[src/hw/rtl/tssv_pkg.sv]
`default_nettype none
package tssv_pkg;

   localparam logic [63:0] FNV_BASIS = 64'hCBF29CE484222325;
   localparam logic [7:0] CHAR_LF = 8'h0A;
   localparam logic [7:0] CHAR_SPACE = 8'h20;
   localparam logic [7:0] CHAR_QUOTE = 8'h22;
   localparam logic [7:0] CHAR_SLASH = 8'h2F;
   localparam logic [5:0] HDR_LEN = 6'd8;
   localparam logic [5:0] CK_SHORT = 6'd9;
   localparam logic [5:0] CK_LEN = 6'd19;
   localparam logic [5:0] CK_END = 6'd35;
   localparam logic [5:0] CK_FULL = 6'd36;
   localparam logic [5:0] POS_MAX = 6'd63;
   localparam logic [13:0] YEAR_MIN = 14'd1900;
   localparam logic [13:0] YEAR_MAX = 14'd3000;

   typedef enum logic [1:0] {
      KIND_HEADER = 2'd0,
      KIND_RECORD = 2'd1,
      KIND_CHECKSUM = 2'd2,
      KIND_REJECT = 2'd3
   } kind_type;

   typedef struct packed {
      logic hdr;
      logic hdr_dig;
      logic hdr_q;
      logic rec;
      logic rec_sl;
      logic rec_a;
      logic rec_b;
      logic ck9;
      logic ck;
   } flags_type;

   localparam flags_type FLAGS_INIT = '{hdr: 1'b1, hdr_dig: 1'b0, hdr_q: 1'b0, rec: 1'b1,
                                        rec_sl: 1'b0, rec_a: 1'b0, rec_b: 1'b0,
                                        ck9: 1'b1, ck: 1'b1};

   typedef struct packed {
      kind_type line_kind;
      logic line_ok;
      logic [11:0] rec_year;
      logic [3:0] rec_month;
      logic [4:0] rec_day;
      logic [63:0] upload_kb;
      logic [63:0] download_kb;
      logic mixed_count;
      logic is_verdict;
      logic snapshot_valid;
   } res_type;

   // The prime is 2^40 + 435, so the multiply is a shift plus a narrow constant product.
   function automatic logic [63:0] fnv_step(input logic [63:0] h, input logic [7:0] b);
      logic [63:0] x;
      x = h ^ {56'd0, b};
      return (x << 40) + x * 64'd435;
   endfunction

   // Returns the overflow-free flag above the new value.
   function automatic logic [64:0] acc_dec(input logic [63:0] v, input logic [3:0] d);
      logic [67:0] t;
      t = ({4'd0, v} << 3) + ({4'd0, v} << 1) + {64'd0, d};
      return {(t[67:64] == 4'd0), t[63:0]};
   endfunction

   function automatic logic [7:0] hdr_char(input logic [2:0] p);
      case (p)
         3'd0: hdr_char = 8'h6C;
         3'd1: hdr_char = 8'h69;
         3'd2: hdr_char = 8'h6E;
         3'd3: hdr_char = 8'h65;
         3'd4: hdr_char = 8'h73;
         3'd5: hdr_char = 8'h3A;
         3'd6: hdr_char = 8'h20;
         default: hdr_char = 8'h22;
      endcase
   endfunction

   function automatic logic [7:0] ck_char(input logic [4:0] p);
      case (p)
         5'd0: ck_char = 8'h63;
         5'd1: ck_char = 8'h68;
         5'd2: ck_char = 8'h65;
         5'd3: ck_char = 8'h63;
         5'd4: ck_char = 8'h6B;
         5'd5: ck_char = 8'h73;
         5'd6: ck_char = 8'h75;
         5'd7: ck_char = 8'h6D;
         5'd8: ck_char = 8'h3A;
         5'd9: ck_char = 8'h20;
         5'd10: ck_char = 8'h22;
         5'd11: ck_char = 8'h66;
         5'd12: ck_char = 8'h6E;
         5'd13: ck_char = 8'h76;
         5'd14: ck_char = 8'h31;
         5'd15: ck_char = 8'h61;
         5'd16: ck_char = 8'h36;
         5'd17: ck_char = 8'h34;
         5'd18: ck_char = 8'h3A;
         default: ck_char = 8'h00;
      endcase
   endfunction

   function automatic logic [6:0] days_in_month(input logic [6:0] m, input logic leap);
      case (m)
         7'd2: days_in_month = leap ? 7'd29 : 7'd28;
         7'd4, 7'd6, 7'd9, 7'd11: days_in_month = 7'd30;
         default: days_in_month = 7'd31;
      endcase
   endfunction

endpackage
`default_nettype wire

[src/hw/rtl/tssv_req_if.sv]
`default_nettype none
interface tssv_req_if;
   logic valid;
   logic ready;
   logic [7:0] data_byte;
   logic end_of_file;
   modport source (output valid, output data_byte, output end_of_file, input ready);
   modport sink (input valid, input data_byte, input end_of_file, output ready);
endinterface
`default_nettype wire

[src/hw/rtl/tssv_rsp_if.sv]
`default_nettype none
interface tssv_rsp_if;
   logic valid;
   logic ready;
   logic [1:0] line_kind;
   logic line_ok;
   logic [11:0] rec_year;
   logic [3:0] rec_month;
   logic [4:0] rec_day;
   logic [63:0] upload_kb;
   logic [63:0] download_kb;
   logic mixed_count;
   logic is_verdict;
   logic snapshot_valid;
   modport source (output valid, output line_kind, output line_ok, output rec_year,
                   output rec_month, output rec_day, output upload_kb, output download_kb,
                   output mixed_count, output is_verdict, output snapshot_valid,
                   input ready);
   modport sink (input valid, input line_kind, input line_ok, input rec_year,
                 input rec_month, input rec_day, input upload_kb, input download_kb,
                 input mixed_count, input is_verdict, input snapshot_valid,
                 output ready);
endinterface
`default_nettype wire

[src/hw/rtl/tssv_parse.sv]
`default_nettype none
module tssv_parse (
   input wire logic clock,
   input wire logic reset,
   input wire logic take,
   input wire logic [7:0] data_byte,
   input wire logic end_of_file,
   output logic [1:0] res_count,
   output tssv_pkg::res_type res0,
   output tssv_pkg::res_type res1
);

   logic [5:0] pos_ff, pos_in;
   logic first_ff, first_in;
   logic hdrg_ff, hdrg_in;
   logic contg_ff, contg_in;
   logic cks_ff, cks_in;
   logic [63:0] exp_ff, exp_in;
   logic [63:0] cnt_ff, cnt_in;
   logic [63:0] run_ff, run_in;
   logic [63:0] lh_ff, lh_in;
   logic [63:0] stored_ff, stored_in;
   logic [63:0] n1_ff, n1_in;
   logic [63:0] n2_ff, n2_in;
   logic [13:0] year_ff, year_in;
   logic [6:0] mon_ff, mon_in;
   logic [6:0] day_ff, day_in;
   tssv_pkg::flags_type flg_ff, flg_in;

   logic is_dig, is_lo_hex, is_up_hex, rok, leap, date_ok, rec_ok, hdr_ok;
   logic [3:0] hexv;
   logic [64:0] acc1, acc2;
   logic [63:0] lh_nl;
   tssv_pkg::flags_type tf;
   logic [63:0] t_n1, t_n2;
   logic [13:0] t_year;
   logic [6:0] t_mon, t_day;
   logic e_hdrg, e_contg, e_cks, verdict;
   logic [63:0] e_exp, e_cnt, e_run, e_stored;
   tssv_pkg::res_type el_res, rec_res, ver_res;

   assign is_dig = (data_byte >= 8'h30) && (data_byte <= 8'h39);
   assign is_lo_hex = (data_byte >= 8'h61) && (data_byte <= 8'h66);
   assign is_up_hex = (data_byte >= 8'h41) && (data_byte <= 8'h46);
   assign hexv = is_dig ? data_byte[3:0] : data_byte[3:0] + 4'd9;
   assign acc1 = tssv_pkg::acc_dec(n1_ff, data_byte[3:0]);
   assign acc2 = tssv_pkg::acc_dec(n2_ff, data_byte[3:0]);
   assign lh_nl = tssv_pkg::fnv_step(lh_ff, tssv_pkg::CHAR_LF);

   always_comb begin
      tf = flg_ff;
      t_n1 = n1_ff;
      t_n2 = n2_ff;
      t_year = year_ff;
      t_mon = mon_ff;
      t_day = day_ff;
      rok = 1'b1;
      if (tf.hdr) begin
         if (pos_ff < tssv_pkg::HDR_LEN) begin
            if (data_byte != tssv_pkg::hdr_char(pos_ff[2:0])) tf.hdr = 1'b0;
         end else if (tf.hdr_q) begin
            tf.hdr = 1'b0;
         end else if (is_dig) begin
            if (acc1[64]) begin
               t_n1 = acc1[63:0];
               tf.hdr_dig = 1'b1;
            end else begin
               tf.hdr = 1'b0;
            end
         end else if (data_byte == tssv_pkg::CHAR_QUOTE) begin
            tf.hdr_q = 1'b1;
         end else begin
            tf.hdr = 1'b0;
         end
      end
      if (tf.rec) begin
         if (pos_ff < 6'd4) begin
            if (is_dig) t_year = (year_ff << 3) + (year_ff << 1) + {10'd0, data_byte[3:0]};
            else rok = 1'b0;
         end else if (pos_ff == 6'd4 || pos_ff == 6'd7) begin
            rok = (data_byte == tssv_pkg::CHAR_SLASH);
         end else if (pos_ff == 6'd5 || pos_ff == 6'd6) begin
            if (is_dig) t_mon = (mon_ff << 3) + (mon_ff << 1) + {3'd0, data_byte[3:0]};
            else rok = 1'b0;
         end else if (pos_ff == 6'd8 || pos_ff == 6'd9) begin
            if (is_dig) t_day = (day_ff << 3) + (day_ff << 1) + {3'd0, data_byte[3:0]};
            else rok = 1'b0;
         end else if (pos_ff == 6'd10) begin
            rok = (data_byte == tssv_pkg::CHAR_SPACE);
         end else if (is_dig) begin
            if (tf.rec_sl) begin
               rok = acc2[64];
               if (acc2[64]) t_n2 = acc2[63:0];
               tf.rec_b = 1'b1;
            end else begin
               rok = acc1[64];
               if (acc1[64]) t_n1 = acc1[63:0];
               tf.rec_a = 1'b1;
            end
         end else if (data_byte == tssv_pkg::CHAR_SLASH) begin
            if (tf.rec_sl) rok = 1'b0;
            else tf.rec_sl = 1'b1;
         end else begin
            rok = 1'b0;
         end
         if (!rok) tf.rec = 1'b0;
      end
      if (tf.ck9 && pos_ff < tssv_pkg::CK_SHORT &&
          data_byte != tssv_pkg::ck_char(pos_ff[4:0])) begin
         tf.ck9 = 1'b0;
      end
      if (tf.ck) begin
         if (pos_ff < tssv_pkg::CK_LEN) begin
            if (data_byte != tssv_pkg::ck_char(pos_ff[4:0])) tf.ck = 1'b0;
         end else if (pos_ff < tssv_pkg::CK_END) begin
            if (is_dig || is_lo_hex || is_up_hex) t_n1 = {n1_ff[59:0], hexv};
            else tf.ck = 1'b0;
         end else if (pos_ff == tssv_pkg::CK_END) begin
            if (data_byte != tssv_pkg::CHAR_QUOTE) tf.ck = 1'b0;
         end else begin
            tf.ck = 1'b0;
         end
      end
   end

   // Leap centuries inside the allowed year range are 2000, 2400 and 2800.
   always_comb begin
      leap = (year_ff[1:0] == 2'd0) &&
             !(year_ff == 14'd1900 || year_ff == 14'd2100 || year_ff == 14'd2200 ||
               year_ff == 14'd2300 || year_ff == 14'd2500 || year_ff == 14'd2600 ||
               year_ff == 14'd2700 || year_ff == 14'd2900 || year_ff == 14'd3000);
      date_ok = (year_ff >= tssv_pkg::YEAR_MIN) && (year_ff <= tssv_pkg::YEAR_MAX) &&
                (mon_ff >= 7'd1) && (mon_ff <= 7'd12) && (day_ff >= 7'd1) &&
                (day_ff <= tssv_pkg::days_in_month(mon_ff, leap));
      rec_ok = flg_ff.rec && date_ok &&
               (flg_ff.rec_sl ? (flg_ff.rec_a && flg_ff.rec_b) : flg_ff.rec_a);
      hdr_ok = flg_ff.hdr && flg_ff.hdr_q && flg_ff.hdr_dig;

      rec_res = '0;
      rec_res.line_kind = tssv_pkg::KIND_RECORD;
      rec_res.line_ok = 1'b1;
      rec_res.rec_year = year_ff[11:0];
      rec_res.rec_month = mon_ff[3:0];
      rec_res.rec_day = day_ff[4:0];
      rec_res.upload_kb = flg_ff.rec_sl ? n1_ff : 64'd0;
      rec_res.download_kb = flg_ff.rec_sl ? n2_ff : n1_ff;
      rec_res.mixed_count = !flg_ff.rec_sl;

      el_res = '0;
      e_hdrg = hdrg_ff;
      e_contg = contg_ff;
      e_cks = cks_ff;
      e_exp = exp_ff;
      e_cnt = cnt_ff;
      e_run = run_ff;
      e_stored = stored_ff;
      if (first_ff) begin
         if (hdr_ok) begin
            e_hdrg = 1'b1;
            e_exp = n1_ff;
            el_res.line_kind = tssv_pkg::KIND_HEADER;
            el_res.line_ok = 1'b1;
         end else if (rec_ok) begin
            e_cnt = cnt_ff + 64'd1;
            el_res = rec_res;
         end else begin
            e_contg = 1'b0;
            el_res.line_kind = tssv_pkg::KIND_REJECT;
         end
      end else if (flg_ff.ck9 && pos_ff >= tssv_pkg::CK_SHORT) begin
         el_res.line_kind = tssv_pkg::KIND_CHECKSUM;
         if (cks_ff || !(flg_ff.ck && pos_ff == tssv_pkg::CK_FULL)) begin
            e_contg = 1'b0;
         end else begin
            e_stored = n1_ff;
            el_res.line_ok = 1'b1;
         end
         e_cks = 1'b1;
      end else if (!cks_ff && rec_ok) begin
         e_cnt = cnt_ff + 64'd1;
         if (hdrg_ff) e_run = lh_nl;
         el_res = rec_res;
      end else begin
         e_contg = 1'b0;
         el_res.line_kind = tssv_pkg::KIND_REJECT;
      end

      if (pos_ff != 6'd0) begin
         verdict = e_hdrg && e_contg && e_cks && (e_cnt == e_exp) && (e_run == e_stored);
      end else begin
         verdict = hdrg_ff && contg_ff && cks_ff && (cnt_ff == exp_ff) &&
                   (run_ff == stored_ff);
      end
      ver_res = '0;
      ver_res.is_verdict = 1'b1;
      ver_res.snapshot_valid = verdict;
   end

   always_comb begin
      res_count = 2'd0;
      res0 = el_res;
      res1 = ver_res;
      if (take) begin
         if (end_of_file) begin
            if (pos_ff != 6'd0) begin
               res_count = 2'd2;
            end else begin
               res_count = 2'd1;
               res0 = ver_res;
            end
         end else if (data_byte == tssv_pkg::CHAR_LF) begin
            res_count = 2'd1;
         end
      end
   end

   always_comb begin
      pos_in = pos_ff;
      first_in = first_ff;
      hdrg_in = hdrg_ff;
      contg_in = contg_ff;
      cks_in = cks_ff;
      exp_in = exp_ff;
      cnt_in = cnt_ff;
      run_in = run_ff;
      lh_in = lh_ff;
      stored_in = stored_ff;
      n1_in = n1_ff;
      n2_in = n2_ff;
      year_in = year_ff;
      mon_in = mon_ff;
      day_in = day_ff;
      flg_in = flg_ff;
      if (reset || (take && end_of_file)) begin
         pos_in = 6'd0;
         first_in = 1'b1;
         hdrg_in = 1'b0;
         contg_in = 1'b1;
         cks_in = 1'b0;
         exp_in = 64'd0;
         cnt_in = 64'd0;
         run_in = tssv_pkg::FNV_BASIS;
         lh_in = tssv_pkg::FNV_BASIS;
         stored_in = 64'd0;
         n1_in = 64'd0;
         n2_in = 64'd0;
         year_in = 14'd0;
         mon_in = 7'd0;
         day_in = 7'd0;
         flg_in = tssv_pkg::FLAGS_INIT;
      end else if (take && data_byte == tssv_pkg::CHAR_LF) begin
         first_in = 1'b0;
         hdrg_in = e_hdrg;
         contg_in = e_contg;
         cks_in = e_cks;
         exp_in = e_exp;
         cnt_in = e_cnt;
         run_in = e_run;
         stored_in = e_stored;
         pos_in = 6'd0;
         lh_in = e_run;
         n1_in = 64'd0;
         n2_in = 64'd0;
         year_in = 14'd0;
         mon_in = 7'd0;
         day_in = 7'd0;
         flg_in = tssv_pkg::FLAGS_INIT;
      end else if (take) begin
         pos_in = (pos_ff < tssv_pkg::POS_MAX) ? pos_ff + 6'd1 : pos_ff;
         lh_in = tssv_pkg::fnv_step(lh_ff, data_byte);
         n1_in = t_n1;
         n2_in = t_n2;
         year_in = t_year;
         mon_in = t_mon;
         day_in = t_day;
         flg_in = tf;
      end
   end

   always_ff @(posedge clock) begin
      pos_ff <= pos_in;
      first_ff <= first_in;
      hdrg_ff <= hdrg_in;
      contg_ff <= contg_in;
      cks_ff <= cks_in;
      exp_ff <= exp_in;
      cnt_ff <= cnt_in;
      run_ff <= run_in;
      lh_ff <= lh_in;
      stored_ff <= stored_in;
      n1_ff <= n1_in;
      n2_ff <= n2_in;
      year_ff <= year_in;
      mon_ff <= mon_in;
      day_ff <= day_in;
      flg_ff <= flg_in;
   end

endmodule
`default_nettype wire

[src/hw/rtl/tssv_rspq.sv]
`default_nettype none
module tssv_rspq (
   input wire logic clock,
   input wire logic reset,
   input wire logic [1:0] push_count,
   input wire tssv_pkg::res_type push0,
   input wire tssv_pkg::res_type push1,
   input wire logic pop,
   output logic space,
   output logic head_valid,
   output tssv_pkg::res_type head
);

   tssv_pkg::res_type q_ff [4];
   tssv_pkg::res_type q_in [4];
   logic [1:0] wp_ff, wp_in, rp_ff, rp_in, wp_next;
   logic [2:0] cnt_ff, cnt_in;

   assign space = (cnt_ff <= 3'd2);
   assign head_valid = (cnt_ff != 3'd0);
   assign head = q_ff[rp_ff];
   assign wp_next = wp_ff + 2'd1;

   always_comb begin
      q_in = q_ff;
      if (push_count != 2'd0) q_in[wp_ff] = push0;
      if (push_count == 2'd2) q_in[wp_next] = push1;
      wp_in = wp_ff + push_count;
      rp_in = rp_ff + {1'b0, (pop && head_valid)};
      cnt_in = cnt_ff + {1'b0, push_count} - {2'd0, (pop && head_valid)};
   end

   always_ff @(posedge clock) begin
      q_ff <= q_in;
      if (reset) begin
         wp_ff <= 2'd0;
         rp_ff <= 2'd0;
         cnt_ff <= 3'd0;
      end else begin
         wp_ff <= wp_in;
         rp_ff <= rp_in;
         cnt_ff <= cnt_in;
      end
   end

endmodule
`default_nettype wire

[src/hw/rtl/traffic_snapshot_stream_validator.sv]
// Path: an accepted word is held in the input register, its results are written into the
// result queue, and the queue head is offered on the result channel.
// Throughput: one word per cycle; an end-of-file word that closes a pending line gives
// two results, and the four-entry result queue decides when input stalls.
// Reset: synchronous, active high; it returns all parser state to a fresh snapshot.
`default_nettype none
module traffic_snapshot_stream_validator (
   input wire logic clock,
   input wire logic reset,
   tssv_req_if.sink req_if,
   tssv_rsp_if.source rsp_if
);

   logic in_v_ff, in_v_in;
   logic [7:0] byte_ff, byte_in;
   logic eof_ff, eof_in;
   logic consume, space, head_valid;
   logic [1:0] res_count;
   tssv_pkg::res_type res0, res1, head;

   assign consume = in_v_ff && space;
   assign req_if.ready = !in_v_ff || consume;

   always_comb begin
      in_v_in = in_v_ff;
      byte_in = byte_ff;
      eof_in = eof_ff;
      if (req_if.ready) begin
         in_v_in = req_if.valid;
         byte_in = req_if.data_byte;
         eof_in = req_if.end_of_file;
      end
   end

   always_ff @(posedge clock) begin
      byte_ff <= byte_in;
      eof_ff <= eof_in;
      if (reset) begin
         in_v_ff <= 1'b0;
      end else begin
         in_v_ff <= in_v_in;
      end
   end

   tssv_parse u_parse (
      .clock(clock),
      .reset(reset),
      .take(consume),
      .data_byte(byte_ff),
      .end_of_file(eof_ff),
      .res_count(res_count),
      .res0(res0),
      .res1(res1)
   );

   tssv_rspq u_rspq (
      .clock(clock),
      .reset(reset),
      .push_count(res_count),
      .push0(res0),
      .push1(res1),
      .pop(rsp_if.ready),
      .space(space),
      .head_valid(head_valid),
      .head(head)
   );

   assign rsp_if.valid = head_valid;
   assign rsp_if.line_kind = head.line_kind;
   assign rsp_if.line_ok = head.line_ok;
   assign rsp_if.rec_year = head.rec_year;
   assign rsp_if.rec_month = head.rec_month;
   assign rsp_if.rec_day = head.rec_day;
   assign rsp_if.upload_kb = head.upload_kb;
   assign rsp_if.download_kb = head.download_kb;
   assign rsp_if.mixed_count = head.mixed_count;
   assign rsp_if.is_verdict = head.is_verdict;
   assign rsp_if.snapshot_valid = head.snapshot_valid;

   a_verdict_clean: assert property (@(posedge clock) disable iff (reset)
      (rsp_if.valid && rsp_if.is_verdict) |->
         (rsp_if.line_kind == tssv_pkg::KIND_HEADER && !rsp_if.line_ok &&
          rsp_if.upload_kb == 64'd0 && rsp_if.download_kb == 64'd0))
      else $error("verdict word carries line fields");

   a_line_no_verdict: assert property (@(posedge clock) disable iff (reset)
      (rsp_if.valid && !rsp_if.is_verdict) |-> !rsp_if.snapshot_valid)
      else $error("line word carries a verdict");

   a_reject_not_ok: assert property (@(posedge clock) disable iff (reset)
      (rsp_if.valid && rsp_if.line_kind == tssv_pkg::KIND_REJECT) |-> !rsp_if.line_ok)
      else $error("rejected line marked good");

endmodule
`default_nettype wire
[src/flat_wrapper.sv]
// flat-port wrapper written by rule: the top's interface ports become plain ports
module traffic_snapshot_stream_validator_flat 
  (clock, reset, req_if_valid, req_if_data_byte, req_if_end_of_file, req_if_ready, rsp_if_valid, rsp_if_line_kind, rsp_if_line_ok, rsp_if_rec_year, rsp_if_rec_month, rsp_if_rec_day, rsp_if_upload_kb, rsp_if_download_kb, rsp_if_mixed_count, rsp_if_is_verdict, rsp_if_snapshot_valid, rsp_if_ready);
  tssv_req_if req_if_i ();
  tssv_rsp_if rsp_if_i ();
  input wire logic clock;
  input wire logic reset;
  input wire logic [$bits(req_if_i.valid)-1:0] req_if_valid;
  input wire logic [$bits(req_if_i.data_byte)-1:0] req_if_data_byte;
  input wire logic [$bits(req_if_i.end_of_file)-1:0] req_if_end_of_file;
  output wire logic [$bits(req_if_i.ready)-1:0] req_if_ready;
  output wire logic [$bits(rsp_if_i.valid)-1:0] rsp_if_valid;
  output wire logic [$bits(rsp_if_i.line_kind)-1:0] rsp_if_line_kind;
  output wire logic [$bits(rsp_if_i.line_ok)-1:0] rsp_if_line_ok;
  output wire logic [$bits(rsp_if_i.rec_year)-1:0] rsp_if_rec_year;
  output wire logic [$bits(rsp_if_i.rec_month)-1:0] rsp_if_rec_month;
  output wire logic [$bits(rsp_if_i.rec_day)-1:0] rsp_if_rec_day;
  output wire logic [$bits(rsp_if_i.upload_kb)-1:0] rsp_if_upload_kb;
  output wire logic [$bits(rsp_if_i.download_kb)-1:0] rsp_if_download_kb;
  output wire logic [$bits(rsp_if_i.mixed_count)-1:0] rsp_if_mixed_count;
  output wire logic [$bits(rsp_if_i.is_verdict)-1:0] rsp_if_is_verdict;
  output wire logic [$bits(rsp_if_i.snapshot_valid)-1:0] rsp_if_snapshot_valid;
  input wire logic [$bits(rsp_if_i.ready)-1:0] rsp_if_ready;
  assign req_if_i.valid = req_if_valid;
  assign req_if_i.data_byte = req_if_data_byte;
  assign req_if_i.end_of_file = req_if_end_of_file;
  assign req_if_ready = req_if_i.ready;
  assign rsp_if_valid = rsp_if_i.valid;
  assign rsp_if_line_kind = rsp_if_i.line_kind;
  assign rsp_if_line_ok = rsp_if_i.line_ok;
  assign rsp_if_rec_year = rsp_if_i.rec_year;
  assign rsp_if_rec_month = rsp_if_i.rec_month;
  assign rsp_if_rec_day = rsp_if_i.rec_day;
  assign rsp_if_upload_kb = rsp_if_i.upload_kb;
  assign rsp_if_download_kb = rsp_if_i.download_kb;
  assign rsp_if_mixed_count = rsp_if_i.mixed_count;
  assign rsp_if_is_verdict = rsp_if_i.is_verdict;
  assign rsp_if_snapshot_valid = rsp_if_i.snapshot_valid;
  assign rsp_if_i.ready = rsp_if_ready;
  traffic_snapshot_stream_validator u_core (.clock(clock), .reset(reset), .req_if(req_if_i), .rsp_if(rsp_if_i));
endmodule
[config.mk]
export PLATFORM = sky130hd
export DESIGN_NAME = traffic_snapshot_stream_validator_flat
export DESIGN_NICKNAME = d
export VERILOG_FILES = /design/src/hw/rtl/tssv_pkg.sv /design/src/hw/rtl/tssv_req_if.sv /design/src/hw/rtl/tssv_rsp_if.sv /design/src/hw/rtl/tssv_parse.sv /design/src/hw/rtl/tssv_rspq.sv /design/src/hw/rtl/traffic_snapshot_stream_validator.sv /design/src/flat_wrapper.sv
export SDC_FILE = /design/constraint.sdc
export NUM_CORES = 2
export LEC_CHECK = 0
export BUFFER_PORTS_ARGS = -buffer_cell sky130_fd_sc_hd__buf_2
export CAP_MARGIN = 20
export CORE_MARGIN = 10
export CORE_UTILIZATION = 36
export DETAILED_ROUTE_END_ITERATION = 10
export GPL_TIMING_DRIVEN = 0
export SYNTH_ARGS = -nofsm -noshare
export SYNTH_HDL_FRONTEND = slang
export SYNTH_HIERARCHICAL = 1
export SYNTH_SLANG_ARGS = --single-unit
[constraint.sdc]
create_clock -name clock -period 7.4 [get_ports clock]
set_clock_uncertainty 0.15 [all_clocks]
set_input_delay 1.48 -clock clock [delete_from_list [all_inputs] [get_ports clock]]
set_output_delay 1.48 -clock clock [all_outputs]
set_load 0.05 [all_outputs]
== Word-level counts from Yosys, hierarchy flattened ==
Memories as Yosys holds them, arrays and structs flattened. A register that Yosys moved wholly into a read port is not among the register bits.
Index checks and enable logic that the tools add are counted.

* ROM bits: 448
* Output and inout bits: 157
* Memories kept: 2
* Bits in registers: 1132
* Bits of input ports: 13

{| class="wikitable"
|+ Memories
! memory !! words !! bits a word !! read ports !! clocked after memory_dff !! write ports !! RTL line !! text
|-
| (name not given) || 32 || 7 || 1 || 1 || 0 || tssv_pkg.sv:82 || <nowiki>case (p)</nowiki>
|-
| (name not given) || 32 || 7 || 1 || 1 || 0 || tssv_pkg.sv:82 ||
|}

* Multiply operators: 2
* Magnitude comparators: 25
* $add $sub $neg: 20
* Reduce and logical (&&, ||, !) cells: 75
* Muxes and demuxes: 130
* Bitwise operators: 14
* Equality and inequality tests: 42

{| class="wikitable"
|+ Operators by type and width
! operator !! count
|-
| 64-bit 2-to-1 mux || 36
|-
| 620-bit bitwise mux || 2
|-
| 155-bit 2-to-1 mux || 8
|-
| 620-bit 2-to-1 mux || 2
|-
| 155-bit demux with 2-bit select || 2
|-
| 155-bit binary-select mux with 2-bit select || 1
|-
| 153-bit 2-to-1 mux || 2
|-
| 152-bit 2-to-1 mux || 2
|-
| 64-bit == test || 4
|-
| 67-bit by 65-bit adder with 68-bit output || 2
|-
| 68-bit by 4-bit adder with 68-bit output || 2
|-
| 64-bit adder || 2
|-
| 64-bit by 9-bit multiplier with 64-bit output (second input constant) || 2
|-
| 14-bit by 12-bit == test with 1-bit output (second input constant) || 8
|-
| 64-bit by 1-bit adder with 64-bit output (second input constant) || 1
|-
| 64-bit by 8-bit XOR with 64-bit output || 1
|-
| 7-bit one-hot mux with 7 select lines || 1
|-
| 1-bit 2-to-1 mux || 47
|-
| 1-bit logical AND || 33
|-
| 8-bit 2-to-1 mux || 4
|-
| 9-bit AND reduction || 3
|-
| 6-bit by 3-bit == test with 1-bit output (second input constant) || 4
|-
| 8-bit by 6-bit == test with 1-bit output (second input constant) || 3
|-
| 3-bit 2-to-1 mux || 8
|-
| other kinds (64) || 128
|}

== Longest topological paths before layout ==
* Depth after elaboration: 33
* Mapped depth: 31
* Gate-level depth less buffers: 27

== Hierarchy ==
The synthesis kept the hierarchy.

{| class="wikitable"
|+ By module, submodules not included
! module !! area an instance (µm²) !! times used !! sequential area each (µm²) !! cells an instance
|-
| tssv_parse || 55081.6 || 1 || 10049.6 || 6854
|-
| tssv_rspq || 30528.0 || 1 || 12552.0 || 3579
|-
| traffic_snapshot_stream_validator || 324.1 || 1 || 290.3 || 14
|}

== Worst setup path after synthesis ==
OpenSTA, ideal clock, no wires.

* Kind: reg-to-reg
* Start point: register u_core.byte_ff[3]
* End point: register u_core.u_parse.lh_ff[63]
* Slack: 0.903 ns
* Cell stages (with the launch flop): 24
* Required time: 7.123 ns
* Data arrival time: 6.221 ns
* Setup time: 0.127 ns
* Path through: edfxtp_1 -> clkbuf_1 -> xor2_1 -> ha_1 -> fa_1 -> inv_1 -> fa_1 -> inv_1 -> fa_1 -> ha_1 -> ha_1 -> o21a_1 -> o21a_1 -> and3_1 -> a211oi_1 -> nor3_1 -> nor3b_1 -> o211ai_1 -> a41oi_1 -> o211ai_1 -> a31oi_1 -> nor3_1 -> o31ai_1 -> nand3_1

* Word-level cells in the longest chain between the ends: 5
* Elaborated cells between the ends (all ways): 8
* Classes of those cells: add/sub: 1; mul: 1; eq/ne: 1; mux: 2; bitwise: 1; reduce/logical: 2

{| class="wikitable"
|+ RTL lines
! element !! RTL line !! text
|-
| start: declaration || traffic_snapshot_stream_validator.sv:15 || <nowiki>logic [7:0] byte_ff, byte_in;</nowiki>
|-
| start signal: assignment || traffic_snapshot_stream_validator.sv:36 || <nowiki>byte_ff <= byte_in;</nowiki>
|-
| 64-bit by 8-bit XOR with 64-bit output || tssv_pkg.sv:57 || <nowiki>x = h ^ {56'd0, b};</nowiki>
|-
| 64-bit by 9-bit multiplier with 64-bit output || tssv_pkg.sv:58 || <nowiki>return (x << 40) + x * 64'd435;</nowiki>
|-
| 64-bit adder || tssv_pkg.sv:58 ||
|-
| 64-bit 2-to-1 mux || tssv_parse.sv:268 || <nowiki>end else if (take) begin</nowiki>
|-
| 64-bit 2-to-1 mux || tssv_parse.sv:251 || <nowiki>end else if (take && data_byte == tssv_pkg::CHAR_LF) begin</nowiki>
|-
| end signal: assignment || tssv_parse.sv:289 || <nowiki>lh_ff <= lh_in;</nowiki>
|-
| end: declaration || tssv_parse.sv:21 || <nowiki>logic [63:0] lh_ff, lh_in;</nowiki>
|}

Several ways; a longest one is shown, not always the timed one. The select of a mux whose other input is x is not followed.
A chain may end at the register's enable or synchronous reset.

==> results.yml <==
synth:
  synth_ff_type: "dfxtp_1"
  synth_top_area_cell: "dfxtp_1"
  synth_edf_count: 9
  synth_warnings: 6
  synth_cell_types: 119
  ys_seq_area_frac: 0.266
  synthTopCellsByArea: "dfxtp_1 (26%), ha_1 (8.1%), fa_1 (6.9%), o21ai_0 (4.8%), mux2i_1 (4.5%)"
  ys_seq_elements: 1139
  synth.top_cell.area_share: 0.263
  syn_avg_cell_area_um2: 8.23
  synthArstFlopShare: 0
  syn_inst: 10447
  netlist_area_um2: 85900
timing:
  hold_slack_ns: 0.324
  fin_crit_sh: 1.04
  finalSetupViolCount: 4
  rsz0062_at_grt: "yes"
  hold_violations: 0
  setup_slack_ns: -0.281
  final_max_slew_viol_count: 0
  fin_setup_tns_ns: -0.901
  worst_pin_slew_ns: 1.34
  period_needed_ns: 7.68
  relSlewSlack: 0.0986
  fmax_mhz: 130
floorplan:
  core_area_um2: 238000
  row_count: 179
  dieArea_um2: 259000
  fp.dieW_um: 509
  start_util: 0.362
  fp.dieH_um: 509
  io-pin-count: 170
route:
  routed_wl_um: 417000
  drc: 0
  ant_nets: 0
  viasPerCell: 6.02
  wl_per_cell_um: 29.1
  route.vias.total: 86240
  firstDrtPassIters: 9
  drt_iter0_markers: 10860
clock_network:
  clock_sinks: 1139
  clkLatencyLatePin_ns: 0.83
  clk_path_buf_depth: 3
  cts.htree.levels: 4
  clkSlewWorstSetupHoldPaths_ns: 0.06
  numCtsBuffers: 140
  cts_tree: "yes"
  clock-root-buffer: "clkbuf_16"
global_routing:
  grt_pass1_vias: 82843
  grt_start_max_net_pins: 17
  grt_pass1_wl_um: 592000
  grt_usage: 0.307
  overflow: 0
  antenna_found_initial: 50
worst_setup_path:
  critPathArrivalTime_ns: 8.26
  worstSetupStartpointType: "flip-flop"
  critPathMaxStageDelay_ns: 0.66
  cp_slowest_cell: "or4_4"
  path_cells: "ha_2, fa_1, inv_1, fa_1, inv_1, fa_1, ha_1, ha_1, a21o_1, a21o_1, a221oi_4, buf_4, a21boi_4, xnor2_4, nor2_4, a2111oi_4, and4_4, nand4_1, or4_4, o41ai_4, buf_4, nor2_1, a31oi_1"
  crit_type: "reg -> reg"
  crit_top_cell: "fa_1"
  worstPathRequired_ns: 7.98
  setup.worst_path.end_class: "flip-flop"
  crit_fanout: 7
placement:
  numPlacedInstances: 13970
  hpwl_um: 319000
  routabilityCongestion: 1.02
  io_buffers: 169
  place_ws_ns: -2.38
hold_path:
  hold_class: "reg -> reg"
layout:
  drive_above_1_share: 0.135
  layout_commonest_cell: "dfxtp_1"
  stdcell_count: 14337
  syn_to_final_growth_pct: 15.9
  fill_cells: 23849
  final_cell_mix: "dfxtp_1 (1,091), nor2_1 (903), nand2_1 (833), o21ai_0 (802), nand3_1 (572)"
  fin_nets: 11911
status:
  outcome: "finished, violations left"
  violations: "setup timing"
job:
  cap_violations: 0
logic make-up after synthesis:
kind of cell    after synthesis  share of synthesized area
other cells                   2                  0.0000874
xor+xnor                    567                     0.0578
simple gates               3010                      0.163
compound gates             2826                      0.200
fa+ha+maj                   854                      0.150
flops                      1139                      0.266
mux                         545                     0.0861
buf+inv                    1504                     0.0770
state kept, by name, indices dropped and copies added (netlist names), 2 cells and up, named ones only:
register and count:
u_core/u_parse/year_ff 14, u_core/u_parse/mon_ff 7, u_core/u_rspq/rp_ff 2, u_core/u_parse/n1_ff 64, u_core/u_parse/stored_ff 64, u_core/u_parse/cnt_ff 64, u_core/u_rspq/cnt_ff 3, u_core/byte_ff 8
u_core/u_parse/day_ff 7, u_core/u_rspq/q_ff 620, u_core/u_parse/run_ff 64, u_core/u_parse/exp_ff 64, u_core/u_parse/n2_ff 64, u_core/u_parse/pos_ff 6, u_core/u_rspq/wp_ff 2, u_core/u_parse/flg_ff 9
u_core/u_parse/lh_ff 64
worst max-delay path, delay by kind of cell, from the launching register on:
kind / cells / cell delay (ns)
flops: 1 / 0.43
buf+inv: 4 / 0.57
compound gates: 7 / 2.24
simple gates: 5 / 1.43
xor+xnor: 1 / 0.20
fa+ha+maj: 6 / 2.55
what timing repair did:
action / CTS / global route
buffers inserted: 81 / 35
pin swaps: 75 / 80
hold buffers: 0 / 0
gates resized for setup: 302 / 174
endpoints found under the setup margin: 756 / 125
per-stage QoR:
step                area (um^2)  utilization
floorplan                 86500            -
global placement          91300        0.384
CTS                       98400        0.414
detailed placement        91800        0.386
finish                    99600        0.419
global route              99500        0.419
path summary, 6_finish.rpt:
path                              start                    endpoint  slack (ns)  cells past startpoint
max            u_core/u_parse/lh_ff[30]     u_core/u_rspq/q_ff[465]       -0.28                     23
min          u_core/u_parse/year_ff[13]  u_core/u_parse/year_ff[13]        0.32                      2
max reg2reg    u_core/u_parse/lh_ff[30]     u_core/u_rspq/q_ff[465]       -0.28                     23
min reg2reg  u_core/u_parse/year_ff[13]  u_core/u_parse/year_ff[13]        0.32                      2
synth_stat cells (38+ instances only):
cell type and count:
dfxtp_1 1130, nor2_1 910, nand2_1 837, o21ai_0 823
nand3_1 573, a21oi_1 572, inv_1 562, ha_1 557
a31oi_1 518, clkbuf_1 489, mux2i_1 385, xnor2_1 330
fa_1 295, xor2_1 237, buf_2 220, buf_4 177
a21o_1 155, mux4_2 155, o21ai_1 146, and3_1 124
nand4_1 117, a22o_1 89, nor3_1 75, a211oi_1 69
o21bai_1 62, nor4_1 61, o211ai_1 54, and2_1 53
nand2b_1 50, o31ai_1 49, buf_1 47, or3_1 40
nor2b_1 38
area by class of cell:
| type | instances | area (um^2) | share of cell area |
|---|---|---|---|
| Inverter | 564 | 2140 | 0.0215 |
| Clock buffer | 201 | 4100 | 0.0411 |
| Timing Repair Buffer | 328 | 2390 | 0.0240 |
| Tap cell | 3167 | 3960 | 0.0398 |
| Clock inverter | 44 | 480 | 0.00482 |
| Multi-Input combinational cell | 7956 | 58900 | 0.592 |
| Buffer | 917 | 4500 | 0.0452 |
| Sequential cell | 1139 | 23000 | 0.231 |
| Antenna cell | 21 | 52.6 | 0.000528 |
layer usage:
| layer | track usage | vias up | wire, um |
|---|---|---|---|
| li1 | - | 38123 | - |
| met1 | 0.396 | 42072 | 167000 |
| met2 | 0.473 | 4995 | 182000 |
| met3 | 0.0632 | 1024 | 39900 |
| met4 | 0.179 | 26 | 27800 |
| met5 | 0 | - | 171 |
Power is left out: the tool's default activity adds up to more than one toggle a clock period on the data nets, which glitch-free logic cannot reach.
